**config.mk**
```make
export PLATFORM = sky130hd
export DESIGN_NAME = binomial_coefficient_unit
export DESIGN_NICKNAME = d
export VERILOG_FILES = /design/src/sv/bcu_pkg.sv /design/src/sv/bcu_divider.sv /design/src/sv/binomial_coefficient_unit.sv
export VERILOG_INCLUDE_DIRS = /design/src /design/src/sv
export SDC_FILE = /design/constraint.sdc
export NUM_CORES = 2
export LEC_CHECK = 0
export ABC_AREA = 0
export BUFFER_PORTS_ARGS = -buffer_cell sky130_fd_sc_hd__buf_2
export CORE_UTILIZATION = 68
export DETAILED_ROUTE_END_ITERATION = 8
export PLACE_DENSITY = 0.86
export SLEW_MARGIN = 20
export SYNTH_ARGS = -nofsm -noshare
export SYNTH_HDL_FRONTEND = slang
export SYNTH_SLANG_ARGS = --single-unit
```
**constraint.sdc**
```tcl
create_clock -name aclk -period 15.44 [get_ports aclk]
set_input_delay 1.544 -clock aclk [delete_from_list [all_inputs] [get_ports aclk]]
set_output_delay 1.544 -clock aclk [all_outputs]
set_load 0.01 [all_outputs]
```
**src/sv/binomial_coefficient_unit_defines.svh**
```systemverilog
// Assertion helpers shared by the binomial coefficient unit.
// Each macro expects aclk and aresetn to be visible where it is used.
`ifndef BINOMIAL_COEFFICIENT_UNIT_DEFINES_SVH
`define BINOMIAL_COEFFICIENT_UNIT_DEFINES_SVH

// Same-cycle implication, checked while out of reset.
`define BCU_ASSERT_IMPL(label, ante, cons) \
    label: assert property (@(posedge aclk) disable iff (!aresetn) (ante) |-> (cons)) \
        else $error("binomial coefficient unit: same-cycle check failed");

// Next-cycle implication, checked while out of reset.
`define BCU_ASSERT_NEXT(label, ante, cons) \
    label: assert property (@(posedge aclk) disable iff (!aresetn) (ante) |=> (cons)) \
        else $error("binomial coefficient unit: next-cycle check failed");

`endif

```
**src/sv/bcu_pkg.sv**
```systemverilog
`timescale 1ns / 1ps

package bcu_pkg;

    // Width of the accumulated coefficient.
    localparam int ACC_W = 64;
    // Width of one stored divisor and of the divide unit's divisor.
    localparam int DIV_W = 7;
    // Width of the input arguments n and k.
    localparam int ARG_W = 8;

    // Command to the shared divide unit.
    typedef struct packed {
        logic start;
        logic wide;   // 1: full 64-bit dividend, 0: 7-bit dividend
    } div_ctrl_t;

    // Status from the shared divide unit.
    typedef struct packed {
        logic busy;
        logic done;   // one-cycle pulse once quotient and remainder are valid
    } div_stat_t;

endpackage

```
**src/sv/bcu_divider.sv**
```systemverilog
`timescale 1ns / 1ps

// Restoring divider, one quotient bit per cycle. A wide operation divides the
// full 64-bit dividend; a narrow one divides a 7-bit dividend. The divisor is
// 7 bits and is never zero when the unit is started.
module bcu_divider (
    input  logic                         aclk,
    input  logic                         aresetn,
    input  bcu_pkg::div_ctrl_t           ctrl,
    input  logic [bcu_pkg::ACC_W-1:0]    dividend,
    input  logic [bcu_pkg::DIV_W-1:0]    divisor,
    output bcu_pkg::div_stat_t           stat,
    output logic [bcu_pkg::ACC_W-1:0]    quotient,
    output logic [bcu_pkg::DIV_W-1:0]    remainder
);

    localparam int CNT_W = $clog2(bcu_pkg::ACC_W + 1);
    localparam int PAD_W = bcu_pkg::ACC_W - bcu_pkg::DIV_W;

    logic [bcu_pkg::ACC_W-1:0] q_reg;
    logic [bcu_pkg::DIV_W-1:0] r_reg;
    logic [bcu_pkg::DIV_W-1:0] dv_reg;
    logic [CNT_W-1:0]          cnt_reg;
    logic                      busy_reg;
    logic                      done_reg;

    logic [bcu_pkg::DIV_W:0]   trial;
    logic [bcu_pkg::DIV_W:0]   trial_diff;
    logic                      trial_ge;

    // One restoring step: bring down the next dividend bit and try a subtract.
    always_comb begin
        trial      = {r_reg, q_reg[bcu_pkg::ACC_W-1]};
        trial_ge   = trial >= {1'b0, dv_reg};
        trial_diff = trial - {1'b0, dv_reg};
    end

    // Control: busy while bits remain, done pulses after the last bit.
    always_ff @(posedge aclk) begin
        if (!aresetn) begin
            busy_reg <= 1'b0;
            done_reg <= 1'b0;
        end else begin
            done_reg <= 1'b0;
            if (ctrl.start) begin
                busy_reg <= 1'b1;
            end else if (busy_reg && cnt_reg == CNT_W'(1)) begin
                busy_reg <= 1'b0;
                done_reg <= 1'b1;
            end
        end
    end

    // Datapath: a narrow dividend is left-aligned so the same shifter serves.
    always_ff @(posedge aclk) begin
        if (ctrl.start) begin
            q_reg   <= ctrl.wide ? dividend
                                 : {dividend[bcu_pkg::DIV_W-1:0], {PAD_W{1'b0}}};
            r_reg   <= '0;
            dv_reg  <= divisor;
            cnt_reg <= ctrl.wide ? CNT_W'(bcu_pkg::ACC_W) : CNT_W'(bcu_pkg::DIV_W);
        end else if (busy_reg) begin
            q_reg   <= {q_reg[bcu_pkg::ACC_W-2:0], trial_ge};
            r_reg   <= trial_ge ? trial_diff[bcu_pkg::DIV_W-1:0]
                                : trial[bcu_pkg::DIV_W-1:0];
            cnt_reg <= cnt_reg - CNT_W'(1);
        end
    end

    assign stat.busy = busy_reg;
    assign stat.done = done_reg;
    assign quotient  = q_reg;
    assign remainder = r_reg;

endmodule

```
**src/sv/binomial_coefficient_unit.sv**
```systemverilog
`timescale 1ns / 1ps

// Binomial coefficient unit: takes n and k and returns n choose k as a 64-bit
// value, or zero with the error flag when k exceeds n, when the reduced k
// exceeds MAX_K, or when a partial product would pass 2^64-1. One item is
// worked at a time; s_tready is high only while the unit is idle. Trivial
// cases go straight to the finishing step and return to idle once the output
// register is free. Otherwise k = min(k, n-k) and the time is set by the
// single shared bit-serial divider and the divisor store's one read port:
// a fill pass, then for each of k factors a multiply and a walk over the k
// stored divisors. A divisor equal to one is skipped. For a larger one a wide
// division gives the accumulator's remainder, a narrow division per Euclid
// step finds the GCD and, when a common factor is found, the accumulator and
// then the divisor are divided by it. A last sweep divides the accumulator by
// each divisor left above one, and a finishing step hands the result to the
// output register. The result waits there while the next item is taken.
`include "binomial_coefficient_unit_defines.svh"

module binomial_coefficient_unit #(
    parameter int MAX_K = 127
) (
    input  logic        aclk,
    input  logic        aresetn,
    input  logic        s_tvalid,
    output logic        s_tready,
    input  logic [15:0] s_tdata,   // [7:0] n_value, [15:8] k_value
    output logic        m_tvalid,
    input  logic        m_tready,
    output logic [63:0] m_tdata,   // [63:0] coefficient
    output logic [0:0]  m_tuser    // [0] error_flag
);

    localparam int ACC_W = bcu_pkg::ACC_W;
    localparam int DIV_W = bcu_pkg::DIV_W;
    localparam int ARG_W = bcu_pkg::ARG_W;
    localparam int IDX_W = (MAX_K > 1) ? $clog2(MAX_K) : 1;
    localparam int PRD_W = ACC_W + ARG_W;

    // Sequencer states.
    localparam logic [3:0] ST_IDLE      = 4'd0;
    localparam logic [3:0] ST_FILL      = 4'd1;
    localparam logic [3:0] ST_MUL       = 4'd2;
    localparam logic [3:0] ST_SLOT_RD   = 4'd3;
    localparam logic [3:0] ST_SLOT_CHK  = 4'd4;
    localparam logic [3:0] ST_MOD_WAIT  = 4'd5;
    localparam logic [3:0] ST_GCD       = 4'd6;
    localparam logic [3:0] ST_GCD_WAIT  = 4'd7;
    localparam logic [3:0] ST_DIVA_WAIT = 4'd8;
    localparam logic [3:0] ST_DIVD_WAIT = 4'd9;
    localparam logic [3:0] ST_NEXT_SLOT = 4'd10;
    localparam logic [3:0] ST_FIN_RD    = 4'd11;
    localparam logic [3:0] ST_FIN_CHK   = 4'd12;
    localparam logic [3:0] ST_FIN_WAIT  = 4'd13;
    localparam logic [3:0] ST_FIN_NEXT  = 4'd14;
    localparam logic [3:0] ST_FINISH    = 4'd15;

    logic [3:0]       state_reg,  state_next;
    logic [ARG_W-1:0] n_reg,      n_next;
    logic [ARG_W-1:0] k_reg,      k_next;
    logic [ARG_W-1:0] factor_reg, factor_next;
    logic [IDX_W-1:0] slot_reg,   slot_next;
    logic [ACC_W-1:0] acc_reg,    acc_next;
    logic             err_reg,    err_next;
    logic [DIV_W-1:0] d_reg,      d_next;
    logic [DIV_W-1:0] ga_reg,     ga_next;
    logic [DIV_W-1:0] gb_reg,     gb_next;
    logic             m_tvalid_reg, m_tvalid_next;
    logic [ACC_W-1:0] m_tdata_reg,  m_tdata_next;
    logic             m_tuser_reg,  m_tuser_next;

    // Divisor store with a registered read port.
    logic [DIV_W-1:0] store_mem [MAX_K];
    logic [DIV_W-1:0] rd_data_reg;
    logic             mem_we;
    logic [DIV_W-1:0] mem_wdata;

    // Shared divide unit.
    bcu_pkg::div_ctrl_t div_ctrl;
    bcu_pkg::div_stat_t div_stat;
    logic [ACC_W-1:0]   div_dividend;
    logic [DIV_W-1:0]   div_divisor;
    logic [ACC_W-1:0]   div_quot;
    logic [DIV_W-1:0]   div_rem;

    // Input decode.
    logic [ARG_W-1:0] n_in;
    logic [ARG_W-1:0] k_in;
    logic [ARG_W-1:0] nk_diff;
    logic [ARG_W-1:0] k_red;
    logic [PRD_W-1:0] product;
    logic             s_accept;
    logic             out_free;
    logic             last_slot_fill;

    bcu_divider u_divider (
        .aclk      (aclk),
        .aresetn   (aresetn),
        .ctrl      (div_ctrl),
        .dividend  (div_dividend),
        .divisor   (div_divisor),
        .stat      (div_stat),
        .quotient  (div_quot),
        .remainder (div_rem)
    );

    assign n_in     = s_tdata[7:0];
    assign k_in     = s_tdata[15:8];
    assign nk_diff  = n_in - k_in;
    assign k_red    = (nk_diff < k_in) ? nk_diff : k_in;
    assign product  = PRD_W'(acc_reg) * PRD_W'(factor_reg);
    assign s_tready = (state_reg == ST_IDLE);
    assign s_accept = s_tvalid && s_tready;
    assign out_free = !m_tvalid_reg || m_tready;
    assign last_slot_fill = (slot_reg == IDX_W'(k_reg - ARG_W'(1)));

    // Sequencer and datapath next-state logic.
    always_comb begin
        state_next    = state_reg;
        n_next        = n_reg;
        k_next        = k_reg;
        factor_next   = factor_reg;
        slot_next     = slot_reg;
        acc_next      = acc_reg;
        err_next      = err_reg;
        d_next        = d_reg;
        ga_next       = ga_reg;
        gb_next       = gb_reg;
        m_tvalid_next = m_tvalid_reg && !m_tready;
        m_tdata_next  = m_tdata_reg;
        m_tuser_next  = m_tuser_reg;
        mem_we        = 1'b0;
        mem_wdata     = '0;
        div_ctrl      = '0;
        div_dividend  = acc_reg;
        div_divisor   = d_reg;

        case (state_reg)
            ST_IDLE: begin
                if (s_accept) begin
                    n_next      = n_in;
                    k_next      = k_red;
                    slot_next   = '0;
                    acc_next    = ACC_W'(1);
                    err_next    = 1'b0;
                    factor_next = n_in - k_red + ARG_W'(1);
                    if (k_in > n_in) begin
                        acc_next   = '0;
                        err_next   = 1'b1;
                        state_next = ST_FINISH;
                    end else if (n_in == '0 || k_red == '0) begin
                        state_next = ST_FINISH;
                    end else if (k_red > ARG_W'(MAX_K)) begin
                        acc_next   = '0;
                        err_next   = 1'b1;
                        state_next = ST_FINISH;
                    end else begin
                        state_next = ST_FILL;
                    end
                end
            end

            // Load the store with 1..k.
            ST_FILL: begin
                mem_we    = 1'b1;
                mem_wdata = DIV_W'(slot_reg) + DIV_W'(1);
                if (last_slot_fill) begin
                    state_next = ST_MUL;
                end else begin
                    slot_next = slot_reg + IDX_W'(1);
                end
            end

            // Multiply by the next factor; a carry past 64 bits is overflow.
            ST_MUL: begin
                if (product[PRD_W-1:ACC_W] != '0) begin
                    acc_next   = '0;
                    err_next   = 1'b1;
                    state_next = ST_FINISH;
                end else begin
                    acc_next   = product[ACC_W-1:0];
                    slot_next  = IDX_W'(k_reg - ARG_W'(1));
                    state_next = ST_SLOT_RD;
                end
            end

            ST_SLOT_RD: begin
                state_next = ST_SLOT_CHK;
            end

            // A divisor of one shares no factor; otherwise start acc mod d.
            ST_SLOT_CHK: begin
                d_next = rd_data_reg;
                if (rd_data_reg <= DIV_W'(1)) begin
                    state_next = ST_NEXT_SLOT;
                end else begin
                    div_ctrl.start = 1'b1;
                    div_ctrl.wide  = 1'b1;
                    div_divisor    = rd_data_reg;
                    state_next     = ST_MOD_WAIT;
                end
            end

            ST_MOD_WAIT: begin
                if (div_stat.done) begin
                    ga_next    = d_reg;
                    gb_next    = div_rem;
                    state_next = ST_GCD;
                end
            end

            // Euclid loop on the narrow pair; when it ends ga holds the GCD.
            ST_GCD: begin
                if (gb_reg == '0) begin
                    if (ga_reg == DIV_W'(1)) begin
                        state_next = ST_NEXT_SLOT;
                    end else begin
                        div_ctrl.start = 1'b1;
                        div_ctrl.wide  = 1'b1;
                        div_divisor    = ga_reg;
                        state_next     = ST_DIVA_WAIT;
                    end
                end else begin
                    div_ctrl.start = 1'b1;
                    div_ctrl.wide  = 1'b0;
                    div_dividend   = ACC_W'(ga_reg);
                    div_divisor    = gb_reg;
                    state_next     = ST_GCD_WAIT;
                end
            end

            ST_GCD_WAIT: begin
                if (div_stat.done) begin
                    ga_next    = gb_reg;
                    gb_next    = div_rem;
                    state_next = ST_GCD;
                end
            end

            // Divide the accumulator by the GCD, then the divisor.
            ST_DIVA_WAIT: begin
                if (div_stat.done) begin
                    acc_next       = div_quot;
                    div_ctrl.start = 1'b1;
                    div_ctrl.wide  = 1'b0;
                    div_dividend   = ACC_W'(d_reg);
                    div_divisor    = ga_reg;
                    state_next     = ST_DIVD_WAIT;
                end
            end

            ST_DIVD_WAIT: begin
                if (div_stat.done) begin
                    mem_we     = 1'b1;
                    mem_wdata  = div_quot[DIV_W-1:0];
                    state_next = ST_NEXT_SLOT;
                end
            end

            // Walk the slots downward; after slot zero take the next factor.
            ST_NEXT_SLOT: begin
                if (slot_reg == '0) begin
                    if (factor_reg == n_reg) begin
                        slot_next  = IDX_W'(k_reg - ARG_W'(1));
                        state_next = ST_FIN_RD;
                    end else begin
                        factor_next = factor_reg + ARG_W'(1);
                        state_next  = ST_MUL;
                    end
                end else begin
                    slot_next  = slot_reg - IDX_W'(1);
                    state_next = ST_SLOT_RD;
                end
            end

            ST_FIN_RD: begin
                state_next = ST_FIN_CHK;
            end

            // Divide out any divisor that is still above one.
            ST_FIN_CHK: begin
                if (rd_data_reg <= DIV_W'(1)) begin
                    state_next = ST_FIN_NEXT;
                end else begin
                    div_ctrl.start = 1'b1;
                    div_ctrl.wide  = 1'b1;
                    div_divisor    = rd_data_reg;
                    state_next     = ST_FIN_WAIT;
                end
            end

            ST_FIN_WAIT: begin
                if (div_stat.done) begin
                    acc_next   = div_quot;
                    state_next = ST_FIN_NEXT;
                end
            end

            ST_FIN_NEXT: begin
                if (slot_reg == '0) begin
                    state_next = ST_FINISH;
                end else begin
                    slot_next  = slot_reg - IDX_W'(1);
                    state_next = ST_FIN_RD;
                end
            end

            // Hand the result to the output register once it is free.
            ST_FINISH: begin
                if (out_free) begin
                    m_tvalid_next = 1'b1;
                    m_tdata_next  = acc_reg;
                    m_tuser_next  = err_reg;
                    state_next    = ST_IDLE;
                end
            end

            default: begin
                state_next = ST_IDLE;
            end
        endcase
    end

    // Control registers.
    always_ff @(posedge aclk) begin
        if (!aresetn) begin
            state_reg    <= ST_IDLE;
            m_tvalid_reg <= 1'b0;
        end else begin
            state_reg    <= state_next;
            m_tvalid_reg <= m_tvalid_next;
        end
    end

    // Payload registers.
    always_ff @(posedge aclk) begin
        n_reg       <= n_next;
        k_reg       <= k_next;
        factor_reg  <= factor_next;
        slot_reg    <= slot_next;
        acc_reg     <= acc_next;
        err_reg     <= err_next;
        d_reg       <= d_next;
        ga_reg      <= ga_next;
        gb_reg      <= gb_next;
        m_tdata_reg <= m_tdata_next;
        m_tuser_reg <= m_tuser_next;
    end

    // Divisor store: one write and one registered read at the current slot.
    always_ff @(posedge aclk) begin
        if (mem_we) begin
            store_mem[slot_reg] <= mem_wdata;
        end
        rd_data_reg <= store_mem[slot_reg];
    end

    assign m_tvalid   = m_tvalid_reg;
    assign m_tdata    = m_tdata_reg;
    assign m_tuser[0] = m_tuser_reg;

    // An item is presented only by the finishing step of the sequencer.
    `BCU_ASSERT_IMPL(a_out_from_finish, $rose(m_tvalid_reg), $past(state_reg) == ST_FINISH)
    // An error result always carries a zero coefficient.
    `BCU_ASSERT_IMPL(a_err_zero, m_tvalid_reg && m_tuser_reg, m_tdata_reg == '0)
    // The divider is never restarted while it is still working.
    `BCU_ASSERT_IMPL(a_div_idle_start, div_ctrl.start, !div_stat.busy)
    // The fill pass stays inside the reduced k.
    `BCU_ASSERT_IMPL(a_fill_range, state_reg == ST_FILL, ARG_W'(slot_reg) < k_reg)
    // A start always sets the divider's busy flag.
    `BCU_ASSERT_NEXT(a_div_wait, div_ctrl.start, div_stat.busy)

endmodule
```
==> run summary <==
By area the synthesized netlist is led by edfxtp_1, fa_1, and2_1. The total wire length is 167 mm. Walking the worst path, the cells encountered are buf_4 -> and2_1 -> fa_1 -> fa_1 -> fa_1 -> fa_1 -> ha_1 -> nand4_1 -> nor4_1 -> nand2_1 -> a311oi_1 -> o211ai_1 -> nand2_1 -> xor2_1 -> or4_4 -> o21ai_0 -> o2111a_1. The number of flip-flops and latches in the synthesized netlist is 1169. The global-route usage over all layers came out at 36.6%. The number of maximum-capacitance violations is 0. The estimated wirelength of the detail-placed design is 104 mm. Headroom to the max-slew limit came out at 13.2%. The number of pins with negative max-slew slack in the final report is 0. The routed wirelength normalized by instance count is 27.9 um.

The vias after detailed routing is 42.2k. The post-route DRC violation count came out at 0. The slew at the pin with the worst max-slew slack is 1.30 ns. The number of resized instances in the post-cts repair step is 0.

Of the cells placed in the final design, the portion with a size suffix greater than 1 is 7.72%. The most numerous cell type found on the critical path is fa_1. The flip-flop and latch area is 34900 sq um.

The row count is 110. By count the netlist is led by edfxtp_1, and2_1, fa_1, inv_1, nand2_1. The final setup violation count is 0. The area growth from synthesis to layout is 8.28%. Among all cell types in the netlist, the one instantiated most often is edfxtp_1. The largest fanout of any net on the critical path came out at 37. The pin count of the biggest net entering global routing came out at 128. The share of flip-flops with an asynchronous set or reset is 0%. Setup repair after global routing left no endpoint under its margin. The synthesized netlist cell count is 4744. The global-route wire length before repair came out at 256 mm. Counting along the longest clock path gives a buffer depth of 3.

At the end of routability-driven placement, the weighted congestion stood at 0.961. The die width came out at 304 um. After clock tree synthesis, the flow added hold-fix buffers numbering 0.

The detail-routed via count per cell is 7.04. The category of the most critical setup path is reg2reg. Among all stages on the critical path, the largest delay is contributed by edfxtp_1.

The net total in the final layout came out at 5254. The via count of the first global-routing pass is 43.4k. The ratio of final minimum period to clock period is 52.8%. The data required time of the worst path is 15.81 ns.

For this run the aggregate overflow at the end of global routing stands at 0. The repair_antennas step left the layout with diodes totalling 0. The worst setup path is launched from a flop. Among cell families on the critical path, the largest total delay comes from adder cells. The clock period minus final worst setup slack is 8.16 ns. The number of levels in the clock H-tree is 3. The number of clock sinks is 1169. The number of routed nets with antenna violations is 0. The setup fix buffers added after clock tree synthesis is 0. STA classifies the critical path endpoint as a flop. The initial antenna violation count is 4. The final worst clock skew came out at 0.0559 ns. The flip-flop count of the largest register, all copies and words added is 889.

The count of buffers added on input and output ports is 86. The CTS tree is yes. The largest stage delay on the critical path is 1.11 ns. The starting density of the core is 68.8%. In this run the worst hold path is classified as reg2reg. The post-synth net total is 5273. Summed over all instances, the cell type with the most area after synthesis is edfxtp_1. The clock-pin slew on the worst setup and hold paths came out at 0.07 ns. The full die area came out at 92500 sq um. The tree is rooted in a clkbuf_16. The data arrival time of the critical path came out at 8.53 ns. The fraction of the yosys area taken by sequential cells came out at 56.2%.

The share of Yosys cell area claimed by the top area cell type came out at 55.5%. The core outline area came out at 90300 sq um. After synthesis the cells add up to 62100 sq um.

The later pin in the worst-skew pair is clocked with a latency of 0.74 ns. The initial detailed-routing violation count came out at 5741. The I/O pin total is 87. Ranked by flip-flop count, first place goes to store_mem. The maximum operating frequency came out at 0.123 GHz.

The count of distinct cell types in the synthesized netlist is 80. The total of warnings raised by yosys is 0. The final hold violation count is 0. The number of flops mapped to enable cells by yosys came out at 1148. The flow ran to the end, and the final reports show no timing, DRC or antenna violations. Adding up every negative setup slack in the final design gives 0 ns. After filler insertion, the fill cell instance count of the layout stands at 5328. The number of buffers and inverters on the critical path came out at 1.

The total area of multi-input combinational cells is 25000 sq um. Counting the buffers created by CTS gives 112. The mean cell area of the mapped netlist came out at 13.1 sq um. For this run, the leading register cell type out of synthesis is edfxtp_1. The number of iterations in the first detailed-routing pass came out at 8. The die height is 304 um.
## path summary, 6_finish.rpt
kind / start / to / slack (ns) / depth (start not counted)
max: factor_reg[4] / slot_reg[6] / 7.28 / 17
min: rd_data_reg[2] / d_reg[2] / 0.46 / 0
max reg2reg: factor_reg[4] / slot_reg[6] / 7.28 / 17
min reg2reg: rd_data_reg[2] / d_reg[2] / 0.46 / 0
## kinds of logic after synthesis
group,synth area share [%]
AO/OA/AOI/OAI,12.5
XOR/XNOR,1.61
flip-flops,56.2
buffers and inverters,3.68
adder cells (fa/ha/maj),14.8
multiplexers,0.939
AND/OR/NAND/NOR,10.3
## placed cells by master, fill, tap and decap left out, drive strengths merged, types with 66 or more instances in the layout
cell type     n
nor2        248
clkbuf      136
inv         326
a22oi       276
a22o        173
xnor2        66
buf         142
and2        438
a221oi       83
ha          134
nand4        67
edfxtp     1148
fa          375
a21oi       149
nand2       281
o21ai       137
## routing by layer
| layer | vias to the layer above | share of wire (%) | track usage [%] |
|---|---|---|---|
| li1 | 17500 | - | - |
| met1 | 20700 | 34 | 45.4 |
| met2 | 3275 | 49 | 60.7 |
| met3 | 750 | 11 | 7.40 |
| met4 | 4 | 6.1 | 20.2 |
| met5 | - | 0.016 | 0 |
## worst reg2reg max path, cell delays in order (launching register included)
cell	delay [ns]
edfxtp_1	1.11
buf_4	0.52
and2_1	0.27
fa_1	0.44
fa_1	0.59
fa_1	0.43
fa_1	0.47
ha_1	0.41
nand4_1	0.25
nor4_1	0.67
nand2_1	0.17
a311oi_1	0.51
o211ai_1	0.15
nand2_1	0.12
xor2_1	0.08
or4_4	0.51
o21ai_0	0.63
o2111a_1	0.48
## stage by stage
step	instance area, sq um	hold slack, ns	setup WS (ns)	util [%]	std cells
finish	67200	0.457	7.28	74.4	5993
global placement	63500	0.443	7.56	70.3	5784
floorplan	62100	0.400	6.96	-	4744
global route	67200	0.473	7.02	74.4	5993
CTS	67200	0.448	7.38	74.4	5991
detailed placement	63500	0.440	7.46	70.3	5785
## area by class of cell
| type | count | share of cell area [%] |
|---|---|---|
| flip-flops and latches | 1169 | 51.9 |
| multi-input cells | 2980 | 37.3 |
| clock buffers | 136 | 4.30 |
| well taps | 1176 | 2.19 |
| inverters | 320 | 1.79 |
| repair buffers | 142 | 1.38 |
| clock inverters | 70 | 1.17 |
Power is left out: the tool's default activity adds up to more than one toggle a clock period on the data nets, which glitch-free logic cannot reach.
